File: config.mk
export PLATFORM = sky130hd
export DESIGN_NAME = ps2_device_command_retry_engine
export DESIGN_NICKNAME = d
export VERILOG_FILES = /design/src/sv/ps2cre_pkg.sv /design/src/sv/ps2cre_step.sv /design/src/sv/ps2_device_command_retry_engine.sv
export SDC_FILE = /design/constraint.sdc
export NUM_CORES = 1
export LEC_CHECK = 0
export BUFFER_PORTS_ARGS = -buffer_cell sky130_fd_sc_hd__buf_2
export CAP_MARGIN = 10
export CORE_UTILIZATION = 59
export DETAILED_ROUTE_END_ITERATION = 7
export GPL_TIMING_DRIVEN = 0
export PLACE_DENSITY = 0.83
export SYNTH_ARGS = -nofsm -noshare
export SYNTH_HDL_FRONTEND = slang
export SYNTH_HIERARCHICAL = 1
export SYNTH_SLANG_ARGS = --single-unit
File: constraint.sdc
create_clock -name clk -period 8.1 [get_ports clk]
set_input_delay 0.405 -clock clk [delete_from_list [all_inputs] [get_ports clk]]
set_output_delay 0.405 -clock clk [all_outputs]
set_load 0.01 [all_outputs]
File: src/sv/ps2cre_pkg.sv
// ----------------------------------------------------------------------------
// ps2cre_pkg
// Types and codes shared by the PS/2 command/acknowledge retry engine.
// ----------------------------------------------------------------------------
package ps2cre_pkg;

	// Item operation codes
	localparam logic [1:0] OP_START = 2'd0;
	localparam logic [1:0] OP_BYTE  = 2'd1;
	localparam logic [1:0] OP_TICK  = 2'd2;

	// Error codes
	localparam logic [1:0] ERR_NONE    = 2'd0;
	localparam logic [1:0] ERR_WR_TO   = 2'd1;
	localparam logic [1:0] ERR_RD_TO   = 2'd2;
	localparam logic [1:0] ERR_ATTEMPT = 2'd3;

	// Configuration register indexes
	localparam logic [1:0] REG_ATTEMPT_LIMIT   = 2'd0;
	localparam logic [1:0] REG_UNRELATED_LIMIT = 2'd1;
	localparam logic [1:0] REG_TIMEOUT_TICKS   = 2'd2;

	// Exchange phases
	localparam logic [2:0] PH_IDLE    = 3'd0;
	localparam logic [2:0] PH_WR_PRE  = 3'd1;
	localparam logic [2:0] PH_WR_DATA = 3'd2;
	localparam logic [2:0] PH_RD      = 3'd3;
	localparam logic [2:0] PH_RD_AA   = 3'd4;

	// Protocol bytes
	localparam logic [7:0] BYTE_PREFIX_CH2 = 8'hD4;
	localparam logic [7:0] BYTE_SELF_TEST  = 8'hAA;
	localparam logic [7:0] BYTE_ACK        = 8'hFA;
	localparam logic [7:0] BYTE_ECHO       = 8'hEE;
	localparam logic [7:0] BYTE_RESEND     = 8'hFE;

	localparam logic [1:0] CHANNEL_TWO = 2'd2;

	typedef struct packed {
		logic [3:0] attempt_limit;
		logic [7:0] unrelated_limit;
		logic [9:0] timeout_ticks;
	} cfg_t;

	typedef struct packed {
		logic [1:0] operation;
		logic [1:0] channel;
		logic [7:0] command;
		logic [7:0] rx_byte;
		logic       inbuf_full;
	} item_t;

	typedef struct packed {
		logic [2:0] phase;
		logic       target_channel;
		logic [7:0] pending_command;
		logic [3:0] attempt_count;
		logic [7:0] unrelated_count;
		logic [9:0] wait_count;
		logic [7:0] last_answer;
	} state_t;

	typedef struct packed {
		logic       write_valid;
		logic       write_to_cmd_port;
		logic [7:0] write_byte;
		logic       done_res;
		logic       success;
		logic [7:0] answer;
		logic [1:0] error_code;
	} result_t;

endpackage

File: src/sv/ps2cre_step.sv
// ----------------------------------------------------------------------------
// ps2cre_step
// Next-state and result logic for one item of the command retry engine.
// ----------------------------------------------------------------------------
module ps2cre_step (
	input  ps2cre_pkg::cfg_t    cfg,
	input  ps2cre_pkg::item_t   item,
	input  ps2cre_pkg::state_t  cur,
	output ps2cre_pkg::state_t  nxt,
	output logic                emit,
	output ps2cre_pkg::result_t res
);

	always_comb begin
		logic       do_judge;
		logic       do_resend;
		logic       do_begin;
		logic       do_write;
		logic       do_done;
		logic       ok;
		logic [1:0] err;

		nxt       = cur;
		res       = '0;
		emit      = 1'b0;
		do_judge  = 1'b0;
		do_resend = 1'b0;
		do_begin  = 1'b0;
		do_write  = 1'b0;
		do_done   = 1'b0;
		ok        = 1'b0;
		err       = ps2cre_pkg::ERR_NONE;

		case (item.operation)
			ps2cre_pkg::OP_START: begin
				if (cur.phase == ps2cre_pkg::PH_IDLE) begin
					nxt.target_channel  = (item.channel == ps2cre_pkg::CHANNEL_TWO);
					nxt.pending_command = item.command;
					nxt.attempt_count   = '0;
					nxt.unrelated_count = '0;
					nxt.last_answer     = '0;
					if (cfg.attempt_limit == '0) begin
						do_done = 1'b1;
						err     = ps2cre_pkg::ERR_ATTEMPT;
					end else begin
						do_begin = 1'b1;
					end
				end
			end
			ps2cre_pkg::OP_BYTE: begin
				if (cur.phase == ps2cre_pkg::PH_RD || cur.phase == ps2cre_pkg::PH_RD_AA) begin
					nxt.last_answer = item.rx_byte;
					if (cur.phase == ps2cre_pkg::PH_RD &&
					    item.rx_byte == ps2cre_pkg::BYTE_SELF_TEST) begin
						// skip one self-test pass byte
						nxt.phase      = ps2cre_pkg::PH_RD_AA;
						nxt.wait_count = '0;
					end else begin
						do_judge = 1'b1;
					end
				end
			end
			ps2cre_pkg::OP_TICK: begin
				if (cur.phase == ps2cre_pkg::PH_WR_PRE || cur.phase == ps2cre_pkg::PH_WR_DATA) begin
					nxt.wait_count = cur.wait_count + 10'd1;
					if (!item.inbuf_full) begin
						do_write = 1'b1;
					end else if (nxt.wait_count >= cfg.timeout_ticks) begin
						do_done = 1'b1;
						err     = ps2cre_pkg::ERR_WR_TO;
					end
				end else if (cur.phase == ps2cre_pkg::PH_RD ||
				             cur.phase == ps2cre_pkg::PH_RD_AA) begin
					nxt.wait_count = cur.wait_count + 10'd1;
					if (nxt.wait_count >= cfg.timeout_ticks) begin
						do_done = 1'b1;
						err     = ps2cre_pkg::ERR_RD_TO;
					end
				end
			end
			default: ;
		endcase

		// classify the reply byte
		if (do_judge) begin
			if (item.rx_byte == ps2cre_pkg::BYTE_ACK || item.rx_byte == ps2cre_pkg::BYTE_ECHO) begin
				do_done = 1'b1;
				ok      = 1'b1;
			end else if (item.rx_byte == ps2cre_pkg::BYTE_RESEND) begin
				do_resend = 1'b1;
			end else begin
				nxt.unrelated_count = cur.unrelated_count + 8'd1;
				if (nxt.unrelated_count == cfg.unrelated_limit) begin
					do_resend = 1'b1;
				end else begin
					nxt.phase      = ps2cre_pkg::PH_RD;
					nxt.wait_count = '0;
				end
			end
		end

		if (do_resend) begin
			nxt.attempt_count = nxt.attempt_count + 4'd1;
			if (nxt.attempt_count >= cfg.attempt_limit) begin
				do_done = 1'b1;
				err     = ps2cre_pkg::ERR_ATTEMPT;
			end else begin
				do_begin = 1'b1;
			end
		end

		if (do_begin) begin
			nxt.phase      = nxt.target_channel ? ps2cre_pkg::PH_WR_PRE : ps2cre_pkg::PH_WR_DATA;
			nxt.wait_count = '0;
			if (!item.inbuf_full) begin
				do_write = 1'b1;
			end else if (cfg.timeout_ticks == '0) begin
				do_done = 1'b1;
				err     = ps2cre_pkg::ERR_WR_TO;
			end
		end

		if (do_write) begin
			emit            = 1'b1;
			res.write_valid = 1'b1;
			res.answer      = nxt.last_answer;
			if (nxt.phase == ps2cre_pkg::PH_WR_PRE) begin
				res.write_to_cmd_port = 1'b1;
				res.write_byte        = ps2cre_pkg::BYTE_PREFIX_CH2;
				nxt.phase             = ps2cre_pkg::PH_WR_DATA;
			end else begin
				res.write_byte      = nxt.pending_command;
				nxt.phase           = ps2cre_pkg::PH_RD;
				nxt.unrelated_count = '0;
			end
			nxt.wait_count = '0;
		end else if (do_done) begin
			emit           = 1'b1;
			res.done_res   = 1'b1;
			res.success    = ok;
			res.answer     = nxt.last_answer;
			res.error_code = err;
			nxt.phase      = ps2cre_pkg::PH_IDLE;
			nxt.wait_count = '0;
		end
	end

endmodule

File: src/sv/ps2_device_command_retry_engine.sv
// An accepted item is held in the input register; its result, if any, is shown from the result register.
// Throughput: one item per cycle; each item passes the input register and the
// single-pass step logic once, with the result register as the only stall point.
// Reset (arst_n low, asynchronous): exchange idle, counters cleared, both
// registers empty, attempt_limit 5, unrelated_limit 100, timeout_ticks 100.
// ----------------------------------------------------------------------------
// ps2_device_command_retry_engine
// Host-side PS/2 command send with acknowledge wait, resend and timeouts.
// ----------------------------------------------------------------------------
module ps2_device_command_retry_engine (
	input  logic       clk,
	input  logic       arst_n,
	// configuration
	input  logic       cfg_we,
	input  logic [1:0] cfg_index,
	input  logic [9:0] cfg_data,
	// item channel
	input  logic       item_valid,
	output logic       item_stall,
	input  logic [1:0] operation,
	input  logic [1:0] channel,
	input  logic [7:0] command,
	input  logic [7:0] rx_byte,
	input  logic       inbuf_full,
	// result channel
	output logic       res_valid,
	input  logic       res_stall,
	output logic       write_valid,
	output logic       write_to_cmd_port,
	output logic [7:0] write_byte,
	output logic       done_res,
	output logic       success,
	output logic [7:0] answer,
	output logic [1:0] error_code
);

	ps2cre_pkg::cfg_t    cfg_q;
	ps2cre_pkg::state_t  state_q;
	ps2cre_pkg::state_t  state_nxt;
	ps2cre_pkg::item_t   item_s1;
	logic                valid_s1;
	ps2cre_pkg::result_t res_q;
	ps2cre_pkg::result_t res_nxt;
	logic                res_valid_q;
	logic                emit;
	logic                advance;

	always_ff @(posedge clk or negedge arst_n) begin
		if (!arst_n) begin
			cfg_q.attempt_limit   <= 4'd5;
			cfg_q.unrelated_limit <= 8'd100;
			cfg_q.timeout_ticks   <= 10'd100;
		end else if (cfg_we) begin
			unique case (cfg_index)
				ps2cre_pkg::REG_ATTEMPT_LIMIT:   cfg_q.attempt_limit   <= cfg_data[3:0];
				ps2cre_pkg::REG_UNRELATED_LIMIT: cfg_q.unrelated_limit <= cfg_data[7:0];
				ps2cre_pkg::REG_TIMEOUT_TICKS:   cfg_q.timeout_ticks   <= cfg_data;
				default: ;
			endcase
		end
	end

	// the step stage moves whenever the result register is free or being drained
	assign advance    = !res_valid_q || !res_stall;
	assign item_stall = valid_s1 && !advance;

	always_ff @(posedge clk or negedge arst_n) begin
		if (!arst_n) begin
			valid_s1 <= 1'b0;
		end else if (!item_stall) begin
			valid_s1 <= item_valid;
		end
	end

	always_ff @(posedge clk) begin
		if (!item_stall && item_valid) begin
			item_s1.operation  <= operation;
			item_s1.channel    <= channel;
			item_s1.command    <= command;
			item_s1.rx_byte    <= rx_byte;
			item_s1.inbuf_full <= inbuf_full;
		end
	end

	ps2cre_step u_step (
		.cfg  (cfg_q),
		.item (item_s1),
		.cur  (state_q),
		.nxt  (state_nxt),
		.emit (emit),
		.res  (res_nxt)
	);

	always_ff @(posedge clk or negedge arst_n) begin
		if (!arst_n) begin
			state_q     <= '0;
			res_valid_q <= 1'b0;
		end else if (advance) begin
			res_valid_q <= valid_s1 && emit;
			if (valid_s1) begin
				state_q <= state_nxt;
			end
		end
	end

	always_ff @(posedge clk) begin
		if (advance && valid_s1 && emit) begin
			res_q <= res_nxt;
		end
	end

	assign res_valid         = res_valid_q;
	assign write_valid       = res_q.write_valid;
	assign write_to_cmd_port = res_q.write_to_cmd_port;
	assign write_byte        = res_q.write_byte;
	assign done_res          = res_q.done_res;
	assign success           = res_q.success;
	assign answer            = res_q.answer;
	assign error_code        = res_q.error_code;

endmodule

[Word level (Yosys, flattened, before mapping)]
Cells that the tools add are included.
Cells by class
  equal/unequal tests: 15
  muxes and demuxes: 84
  add/sub/neg operators: 3
  $lt $le $gt $ge: 2
  bitwise logic cells: 3
  reductions and logical operators: 26
Operators by type and width (count)
  10-bit 2-to-1 mux: 8
  18-bit 2-to-1 mux: 4
  21-bit 2-to-1 mux: 2
  8-bit 2-to-1 mux: 5
  1-bit 2-to-1 mux: 37
  8-bit == test, second input constant: 4
  3-bit 2-to-1 mux: 10
  2-bit 2-to-1 mux: 12
  10-bit one-hot mux with 2 select lines: 1
  8-bit one-hot mux with 2 select lines: 1
  12-bit 2-to-1 mux: 1
  10-bit by 1-bit adder with 10-bit output, second input constant: 1
  10-bit greater-or-equal comparator: 1
  10-bit logical NOT: 1
  8-bit by 1-bit adder with 8-bit output, second input constant: 1
  8-bit == test: 1
  2-bit AND reduction: 4
  2-bit == test, second input constant: 3
  3-bit by 1-bit == test with 1-bit output, second input constant: 2
  3-bit by 2-bit == test with 1-bit output, second input constant: 2
  1-bit logical AND: 6
  4-bit by 1-bit adder with 4-bit output, second input constant: 1
  2-bit by 1-bit == test with 1-bit output, second input constant: 2
  4-bit greater-or-equal comparator: 1
  other kinds (12): 22
Storage, ports and cells
  output and inout bits: 24
  bits of input ports: 38
  bits in registers: 109

[Logic depth before layout (Yosys ltp)]
Gate-level depths: netlist of the first run.
  word-level depth: 16
  gate-level depth with buffers: 16
  mapped depth without buffers: 16

[Cells and area by module]
Netlist of the first run, hierarchy kept.
By module, submodules not included
  ps2_device_command_retry_engine: cells each 190, instances 1, area each 3811.2 sq um
  ps2cre_step: cells each 318, instances 1, area each 2164.6 sq um

[Worst setup path before layout of the first run]
OpenSTA, ideal clock, no wires.
  path type: register to register
  start point: register item_s1[19] in the netlist's numbering
  end point: register res_q (netlist bit answer[0]) (enable)
  path buffers: 0
  period minus slack after synthesis: 4.674 ns
  cell stages (with the launch flop): 16
  required time: 7.692 ns
  setup slack: 3.426 ns
  setup time: 0.408 ns
  arrival time: 4.266 ns
  path through: edfxtp_1 > inv_1 > ha_1 > nor4b_1 > nor2b_1 > ha_1 > ha_1 > a21oi_1 > o21ai_0 > o41ai_1 > a31oi_1 > a32oi_2 > nor3_2 > inv_1 > nand2_1 > a21oi_1
Between the ends
  word-level cells in the longest chain between the ends: 12
  elaborated cells between the ends (all ways): 25
  those cells by class: add/sub: 1; order compare: 1; eq/ne: 2; mux: 19; reduce/logical: 2
RTL lines
  start, declared: RTL line ps2_device_command_retry_engine.sv:40  | ps2cre_pkg::item_t item_s1;
  2-bit logical NOT / 2-bit == test (equally long branches): RTL line ps2cre_step.sv:34  | case (item.operation)
  21-bit 2-to-1 mux / 1-bit one-hot mux with 2 select lines (equally long branches): RTL line ps2cre_step.sv:34
  4-bit by 1-bit adder with 4-bit output / 1-bit 2-to-1 mux (equally long branches): RTL line ps2cre_step.sv:103, ps2cre_step.sv:86
  4-bit greater-or-equal comparator / 1-bit 2-to-1 mux (equally long branches): RTL line ps2cre_step.sv:104, ps2cre_step.sv:85
  1-bit 2-to-1 mux: RTL line ps2cre_step.sv:104  | if (nxt.attempt_count >= cfg.attempt_limit) begin
  1-bit 2-to-1 mux: RTL line ps2cre_step.sv:102  | if (do_resend) begin
  1-bit 2-to-1 mux: RTL line ps2cre_step.sv:117  | end else if (cfg.timeout_ticks == '0) begin
  1-bit 2-to-1 mux: RTL line ps2cre_step.sv:115  | if (!item.inbuf_full) begin
  1-bit 2-to-1 mux: RTL line ps2cre_step.sv:112  | if (do_begin) begin
  1-bit 2-to-1 mux: RTL line ps2cre_step.sv:137  | end else if (do_done) begin
  1-bit 2-to-1 mux (*): RTL line ps2cre_step.sv:123  | if (do_write) begin
  net emit: RTL line ps2_device_command_retry_engine.sv:45  | logic emit;
  1-bit logical AND (*): RTL line ps2_device_command_retry_engine.sv:107  | if (advance && valid_s1 && emit) begin
  end signal, assigned: RTL line ps2_device_command_retry_engine.sv:108  | res_q <= res_nxt;
  end, declared: RTL line ps2_device_command_retry_engine.sv:42  | ps2cre_pkg::result_t res_q;
Mark *: on every way through the listed nets, which the timed path passes. The rest lies on a longest branch.
A chain may end at the register's enable or synchronous reset.

[Worst setup path after layout of the first run]
  start point: register item_s1[19] in the netlist's numbering
  end point: register res_q (netlist bit write_byte[5]) (enable)
The elaborated chain is that of the path after synthesis.

==> metrics.csv, run 1 <==
metric,value,unit
status,"complete, no violations",
Mapped Nets,566,
setup TNS,0,ns
static leakage,2.92,nW
#FFs+latches synth,109,
Post-synth ARST share,60.6,%
"Req. time, crit path",8.20,ns
Slew headroom,31.1,%
register area share after synthesis,49.4,%
largest net degree at the start of global routing,67,
Syn Inst Count,508,
area of the die,0.0105,mm^2
Core ar.,0.00977,mm^2
Layout Area Growth over Synthesis,11.2,%
Routed Antenna Nets,0,
I/O Pins,62,
cell area after synthesis,0.00598,mm^2
dpl cells,703,
initial antenna violation count,0,
CTS tree,yes,
die width,103,um
final period utilization,61.8,%
FF-to-FF path depth,16,
GRT Total Usage,24.9,%
hold crit path type,in -> async,
Post-CTS Setup Bufs,0,
"Slew Viols, Final",0,
Vias,4236,
# DRC,0,
dominant cell type by area after synthesis,dfrtp_1,
IO Port Bufs,61,
first-pass GRT wire length,19700,um
Worst R2R Start,item_s1[19],
CTS Hold Buffers Added,0,
"Hold Vio Cnt, Final",0,
Congestion Overflow GR,0,
fin crit period,5.01,ns
"setup slack, reg-to-reg",3.09,ns
Layout Nets,639,
Chip Height,103,um
cts bufs inserted,9,
prevailing post-synth register cell,dfrtp_1,
Least-Margin Pin Slew,1.03,ns
Via density,5.89,
Setup Skew,0.00950,ns
via count of the first global-routing pass,4031,
CP Launch Type,flop,
Max VDD drop,0.000216,V
worst r2r dst,write_byte[5],
Rows,36,
post-CTS sizing,0,
Clock Path Buffers,2,
Ant. Diodes,0,
mean post-synth cell area,11.8,um^2
Max Fclk,0.200,GHz
Initial Util,61.1,%
CP Class,reg -> reg,
critical path arrival,5.11,ns
First DRT Iteration DRCs,214,
placed wire-length estimate,8840,um
CP Max Fanout,18,
Crit. End Element,flop,
fraction of layout cells with a size suffix above 1,30.2,%
root buffer cell,clkbuf_8,
final wirelength,12300,um
WL/cell,17.2,um
GP Congestion,0.898,
total power divided by cell area,228,mW/mm^2
clk_lat worst skew,0.39,ns
Final setup viols,0,
post-route cell area,0.00664,mm^2
number of synthesized flops with an enable pin,43,
CTS sink count,109,
post-synth cell types,69,
Synth top area share,24.3,%
RSZ-0062 raised after global routing,no,
htree depth,3,
largest cells by area after synthesis,"dfrtp_1 (24%), edfxtp_1 (22%), mux2_2 (12%)",
Ys Warns,6,
fin cells,719,
placed cell area,0.00647,mm^2
Max-cap violations,0,
DR pass1 iterations,5,
final core occ,68.0,%
clk slew on worst S/H paths,0.10,ns
-- registers in the layout, summed over array words and instances (netlist names) --
register,cells
done_res,1
answer,8
cfg_q,22
item_s1,21
res_valid,1
write_valid,1
write_to_cmd_port,1
write_byte,8
error_code,2
valid_s1,1
success,1
state_q,42
-- through the flow --
step | power, W | hold slack, ns | setup WS [ns]
after floorplan | 0.00109 | 0.109 | 3.43
after global placement | 0.00117 | 0.468 | 2.28
after detailed placement | 0.00121 | 0.497 | 3.24
after CTS | 0.00152 | 0.137 | 3.19
after global routing | 0.00160 | 0.158 | 2.76
final | 0.00151 | 0.109 | 3.09
-- worst max-delay path by stage --
stage                startpoint            end  slack, ns  depth (start not counted)
global route        item_s1[19]  error_code[1]       2.76                         16
finish              item_s1[19]  write_byte[5]       3.09                         16
global placement    item_s1[19]  error_code[1]       2.28                         15
floorplan           item_s1[19]      answer[0]       3.43                         15
detailed placement  item_s1[19]  error_code[1]       3.24                         16
CTS                 item_s1[19]  write_byte[5]       3.19                         16
-- worst max-delay path: stages (launching register included) --
cell and delay (ns):
edfxtp_1 0.40, inv_1 0.10, ha_1 0.27, nor4b_1 0.84
clkbuf_1 0.46, nor2_1 0.14, ha_1 0.32, a21oi_1 0.15
o21ai_0 0.24, o41ai_1 0.40, a31oi_1 0.12, a32oi_2 0.37
nor3_2 0.17, inv_1 0.10, nand2_1 0.07, a21oi_2 0.32
buf_8 0.24
-- layout make-up --
class	instances	area [um^2]
timing repair buffer	62	323
clock buffer	9	124
multi-input combinational	364	2850
buffer	16	105
tap	133	166
fill	737	3130
sequential	109	2950
clock inverter	7	50.0
inverter	19	71.3
-- placed cells by master (no fill, tap or decap), types with 9 or more instances in the layout --
cell | netlist | routed
buf_2 | 3 | 63
mux2_2 | 62 | 62
dfrtp_1 | 58 | 58
nand2_1 | 47 | 47
edfxtp_1 | 43 | 43
nor2b_1 | 21 | 21
ha_1 | 20 | 20
inv_1 | 19 | 19
nor2_1 | 19 | 19
a21oi_1 | 18 | 17
xnor2_1 | 15 | 15
nand3_1 | 14 | 14
o21ai_0 | 13 | 13
xor2_1 | 10 | 10
a22oi_1 | 10 | 10
clkbuf_8 | 0 | 9
-- report_power, final --
group	leakage, nW	total [W]	switching (W)	internal (W)
Sequential	1.24	0.000744	0.0000687	0.000676
Combinational	1.60	0.000466	0.000248	0.000218
Clock	0.0889	0.000303	0.000189	0.000113
-- layer usage --
metal / GRT usage (%) / wire [um] / share of wire [%] / up-vias
met4: 9.34 / 178 / 1.4 / 0
met1: 30.8 / 5230 / 42 / 2101
met3: 6.64 / 556 / 4.5 / 17
met5: 0 / 0 / 0 / -
li1: - / - / - / 1998
met2: 41.7 / 6380 / 52 / 120
-- Yosys cell counts, drive strengths merged, types with 3 or more instances --
library cell,number
o31ai,3
ha,20
o21a,8
xnor2,15
a22oi,10
a21oi,20
a21o,8
dfstp,8
o31a,4
nand2,47
o21ai,16
inv,19
nand2b,4
and3,6
a22o,7
or3,5
nor3b,5
xor2,10
clkbuf,4
nand3,16
nor4,3
dfrtp,58
nor2b,21
a31oi,3
edfxtp,43
nor3,7
buf,12
nand3b,7
and2,8
nor4b,3
mux2,65
nor2,19
-- cell families (layout without fill, tap and decap cells) --
| kind of cell | after synthesis | in the layout | synth area share [%] |
|---|---|---|---|
| AO/OA/AOI/OAI | 93 | 93 | 12.0 |
| XOR/XNOR | 25 | 25 | 3.66 |
| adder cells (fa/ha/maj) | 20 | 20 | 4.19 |
| buffers and inverters | 35 | 113 | 2.95 |
| flip-flops | 109 | 109 | 49.4 |
| multiplexers | 66 | 66 | 12.4 |
| AND/OR/NAND/NOR | 160 | 160 | 15.3 |
Power figures use the tool's default switching activity.
==> run 2, diff against run 1 <==
--- a/config.mk
+++ b/config.mk
@@ -7,10 +7,10 @@
 export LEC_CHECK = 0
 export BUFFER_PORTS_ARGS = -buffer_cell sky130_fd_sc_hd__buf_2
 export CAP_MARGIN = 10
-export CORE_UTILIZATION = 59
+export CORE_UTILIZATION = 54
 export DETAILED_ROUTE_END_ITERATION = 7
 export GPL_TIMING_DRIVEN = 0
-export PLACE_DENSITY = 0.83
+export PLACE_DENSITY = 0.8
 export SYNTH_ARGS = -nofsm -noshare
 export SYNTH_HDL_FRONTEND = slang
 export SYNTH_HIERARCHICAL = 1
==> constraint.sdc (replaced) <==
create_clock -name clk -period 4.47 [get_ports clk]
set_input_delay 0.2235 -clock clk [delete_from_list [all_inputs] [get_ports clk]]
set_output_delay 0.2235 -clock clk [all_outputs]
set_load 0.01 [all_outputs]
==> metrics.csv, run 2 (same netlist as run 1, synthesis figures left out) <==
metric,value,unit
Clock Path Buffers,2,
setup ws final,0.246,ns
GRT Total Usage,23.4,%
Initial Util,55.4,%
Slew headroom,30.4,%
most used cell along the critical path,ha_1,
CP bufs+invs,3,
CP max stage delay,0.42,ns
CTS tree,yes,
Core ar.,0.0108,mm^2
fin crit period,4.22,ns
Vias,4334,
Layout Nets,654,
Routed Antenna Nets,0,
root buffer cell,clkbuf_8,
Final setup viols,0,
total power,0.00282,W
First DRT Iteration DRCs,242,
Layout Area Growth over Synthesis,14.8,%
htree depth,3,
CTS sink count,109,
first-pass GRT wire length,20800,um
Ant. Diodes,0,
I/O Pins,62,
Max VDD drop,0.000216,V
hold_ws,0.0158,ns
top flop regs,"state_q (42), cfg_q (22), item_s1 (21)",
final period utilization,94.5,%
initial antenna violation count,0,
WL/cell,17.1,um
Least-Margin Pin Slew,1.04,ns
IO Port Bufs,61,
placed wire-length estimate,8890,um
Crit. End Element,flop,
setup TNS,0,ns
"leading cell type in the layout, fill and taps excluded",buf_2,
"Slew Viols, Final",0,
Slowest cell on crit path,a32oi_2,
largest net degree at the start of global routing,67,
final wirelength,12700,um
"Req. time, crit path",4.57,ns
clk_lat worst skew,0.38,ns
RSZ-0062 raised after global routing,no,
fraction of layout cells with a size suffix above 1,30.4,%
crit-path cells,inv_1 -> ha_1 -> nor4b_4 -> nor2b_1 -> ha_1 -> ha_1 -> a21oi_1 -> o21ai_1 -> o41ai_1 -> a31oi_1 -> a32oi_2 -> nor3_4 -> inv_1 -> nand2_1 -> a21oi_4 -> buf_12,
"Most flops, register",state_q,
"delay-heaviest family, CP",compound AO/OA/AOI/OAI gates,
Via density,5.85,
number of flip-flops in the largest register,42,
Rows,38,
total power divided by cell area,411,mW/mm^2
via count of the first global-routing pass,4270,
DP Worst Slack,-0.907,ns
final core occ,63.6,%
CP Launch Type,flop,
hold crit path type,in -> reg,
Setup Skew,0.0160,ns
"commonest non-fill, non-tap cells in the layout","buf_2 (63), mux2_2 (62), dfrtp_1 (58), nand2_1 (47), edfxtp_1 (43)",
area of the die,0.0115,mm^2
cts bufs inserted,9,
CP Class,reg -> reg,
Congestion Overflow GR,0,
"Hold Vio Cnt, Final",0,
clk slew on worst S/H paths,0.10,ns
critical path arrival,4.32,ns
Max-cap violations,0,
status,"complete, no violations",
CP Max Fanout,11,
GP Congestion,0.894,
DR pass1 iterations,5,
die width,107,um
Max Fclk,0.237,GHz
static leakage,3.01,nW
# DRC,0,
Chip Height,107,um
[run 2: changes by cell type in the layout (fill, tap and decap cells not counted), sizes merged]
cell,delta
clkinv,-2
clkinvlp,-1
clkbuf,+2
a21oi,+1
bufinv,+1
buf,+3
dlygate4sd3,+11
[run 2: area by class of cell]
cell class,count,area (um^2)
clock buffers,11,131
plain buffers,16,108
well taps,140,175
fillers,812,3930
inverters,19,71.3
flip-flops and latches,109,2950
repair buffers,76,460
multi-input cells,365,2900
clock inverters,5,67.6
[run 2: layer usage]
metal  vias to the layer above  share of wire [%]  global-route usage, %
li1                       2027                  -                      -
met5                         -                  0                      0
met1                      2188                 44                   30.0
met3                        14                4.0                   4.01
met4                         0                1.0                   6.26
met2                       105                 51                   40.9
[run 2: final timing paths]
check	startpoint	end	slack [ns]	cells after the start
max in group asynchronous	arst_n	state_q[17]	3.41	2
worst max-delay path	item_s1[19]	success	0.25	16
worst min register to register	state_q[37]	state_q[37]	0.51	1
worst min-delay path	rx_byte[4]	item_s1[5]	0.02	1
worst max register to register	item_s1[19]	success	0.25	16
min in group asynchronous	arst_n	state_q[34]	0.47	2
[run 2: power breakdown]
part           switching (W)  internal [W]
logic               0.000452      0.000407
clock network       0.000346      0.000268
registers           0.000125       0.00122
[run 2: worst register-to-register path: stages, from the launching register on]
cell and delay (ns):
edfxtp_1 0.41, inv_1 0.10, ha_1 0.28, nor4b_4 0.39, nor2b_1 0.18, ha_1 0.34
ha_1 0.29, a21oi_1 0.13, o21ai_1 0.17, o41ai_1 0.33, a31oi_1 0.11, a32oi_2 0.42
nor3_4 0.13, inv_1 0.10, nand2_1 0.18, a21oi_4 0.20, buf_12 0.16
[run 2: repair_timing]
| item | in CTS | in global routing |
|---|---|---|
| hold endpoints to repair | 68 | 0 |
| setup endpoints to repair | 34 | 30 |
| cloned | 1 | 0 |
| hold buffers | 11 | 0 |
| gates resized for setup | 5 | 4 |
| buffers inserted | 3 | 1 |
[run 2: metrics by stage]
stage,cells,area [um^2]
6_report,741,6860
5_1_grt,741,6860
4_1_cts,740,6830
3_5_place_dp,709,6460
3_3_place_gp,709,6460
2_1_floorplan,508,5980
==> run 3, diff against run 2 <==
--- a/config.mk
+++ b/config.mk
@@ -11,6 +11,7 @@
 export DETAILED_ROUTE_END_ITERATION = 7
 export GPL_TIMING_DRIVEN = 0
 export PLACE_DENSITY = 0.8
+export REMOVE_ABC_BUFFERS = 1
 export SYNTH_ARGS = -nofsm -noshare
 export SYNTH_HDL_FRONTEND = slang
 export SYNTH_HIERARCHICAL = 1
==> metrics.csv, run 3 (same netlist as run 1, synthesis figures left out) <==
metric,value,unit
Clk pwr share,19.7,%
number of flip-flops in the largest register,42,
CP Max Fanout,13,
status,"complete, no violations",
I/O Pins,62,
Chip Height,107,um
Layout Nets,648,
setup TNS,0,ns
Setup Skew,0.0113,ns
area of the die,0.0115,mm^2
critical path arrival,4.28,ns
P_sw,0.000881,W
CTS tree,yes,
met3 Use GR,4.80,%
initial antenna violation count,0,
Routed Antenna Nets,0,
internal power,0.00183,W
Core ar.,0.0108,mm^2
"Req. time, crit path",4.56,ns
Net Sw Frac,32.5,%
hold_ws,0.0205,ns
htree depth,3,
Least-Margin Pin Slew,1.04,ns
Ant. Diodes,0,
"leading cell type in the layout, fill and taps excluded",mux2_2,
CP bufs+invs,4,
Comb power frac,29.6,%
Initial Util,55.4,%
"Most flops, register",state_q,
# DRC,0,
placed wire-length estimate,8360,um
final period utilization,93.6,%
total power divided by cell area,397,mW/mm^2
Vias,4156,
die width,107,um
largest net degree at the start of global routing,67,
Via density,5.65,
IO Port Bufs,61,
filler cell count,824,
GRT busiest layer,met2,
Clock Path Buffers,2,
placed cell area,0.00641,mm^2
Max-cap violations,0,
Congestion Overflow GR,0,
via count of the first global-routing pass,4157,
top flop regs,"state_q (42), cfg_q (22), item_s1 (21)",
Slew headroom,30.8,%
first-pass GRT wire length,19500,um
root buffer cell,clkbuf_8,
Rows,38,
"Hold Vio Cnt, Final",0,
GRT Total Usage,21.9,%
Crit. End Element,flop,
CTS sink count,109,
WL/cell,16.2,um
CP max stage delay,0.42,ns
static leakage,2.99,nW
Slowest cell on crit path,o41ai_1,
final core occ,63.2,%
First DRT Iteration DRCs,165,
clk_lat worst skew,0.38,ns
post-route cell area,0.00682,mm^2
clk slew on worst S/H paths,0.09,ns
"Slew Viols, Final",0,
"commonest non-fill, non-tap cells in the layout","mux2_2 (62), buf_2 (60), dfrtp_1 (58), nand2_1 (47), edfxtp_1 (43)",
fin crit period,4.18,ns
M2 GR Usage,37.6,%
CP Class,reg -> reg,
total power,0.00271,W
most used cell along the critical path,ha_1,
Max Fclk,0.239,GHz
Max VDD drop,0.000355,V
fraction of layout cells with a size suffix above 1,29.7,%
crit-path cells,inv_1 -> ha_1 -> nor4b_4 -> buf_4 -> nor2b_1 -> ha_1 -> ha_1 -> a21oi_1 -> o21ai_0 -> o41ai_1 -> a31oi_1 -> a32oi_2 -> nor3_2 -> inv_1 -> nand2_1 -> a21oi_4 -> buf_8,
sequential power share,50.7,%
Layout Area Growth over Synthesis,14.1,%
CP Launch Type,flop,
"delay-heaviest family, CP",compound AO/OA/AOI/OAI gates,
GP Congestion,0.850,
met1 usage,27.5,%
cts bufs inserted,9,
Final setup viols,0,
hold crit path type,in -> reg,
final wirelength,11900,um
DR pass1 iterations,4,
run 3: layout make-up:
cell class	instances	area [um^2]	share of cell area [%]
Clock buffer	9	124	1.82
Clock inverter	7	50.0	0.734
Inverter	19	71.3	1.05
Multi-Input combinational cell	364	2870	42.1
Sequential cell	109	2950	43.3
Tap cell	140	175	2.57
Timing Repair Buffer	87	571	8.37
run 3: power groups by stage:
stage	clock network (W)	registers, W	logic, W
2_1_floorplan	0	0.00135	0.000591
3_3_place_gp	0	0.00137	0.000726
3_5_place_dp	0	0.00139	0.000777
4_1_cts	0.000555	0.00137	0.000794
5_1_grt	0.000590	0.00140	0.000887
6_report	0.000533	0.00137	0.000801
run 3: routing by layer:
layer | up-vias | share of wire (%)
li1 | 2013 | -
met1 | 2039 | 45
met2 | 95 | 50
met3 | 9 | 4.0
met4 | 0 | 1.0
met5 | - | 0
run 3: through the flow:
stage | std cells | setup WS [ns]
6_report | 735 | 0.285
5_1_grt | 735 | -0.0394
4_1_cts | 727 | 0.105
3_5_place_dp | 696 | -0.177
3_3_place_gp | 693 | -2.58
2_1_floorplan | 492 | -0.958
run 3: final timing paths:
check	startpoint	endpoint	slack, ns	cells past startpoint
min reg2reg	state_q[2]	state_q[2]	0.51	1
min	rx_byte[5]	item_s1[6]	0.02	1
max in group asynchronous	arst_n	res_valid	3.45	2
max reg2reg	item_s1[19]	write_valid	0.29	17
min in group asynchronous	arst_n	state_q[33]	0.48	2
max	item_s1[19]	write_valid	0.29	17
run 3: what timing repair did:
| item | in CTS | in global routing |
|---|---|---|
| hold buffers | 14 | 2 |
| resized for setup | 2 | 0 |
| setup endpoints to repair | 22 | 22 |
| buffers inserted | 1 | 6 |
| hold endpoints to repair | 71 | 2 |
| pin swaps | 1 | 0 |
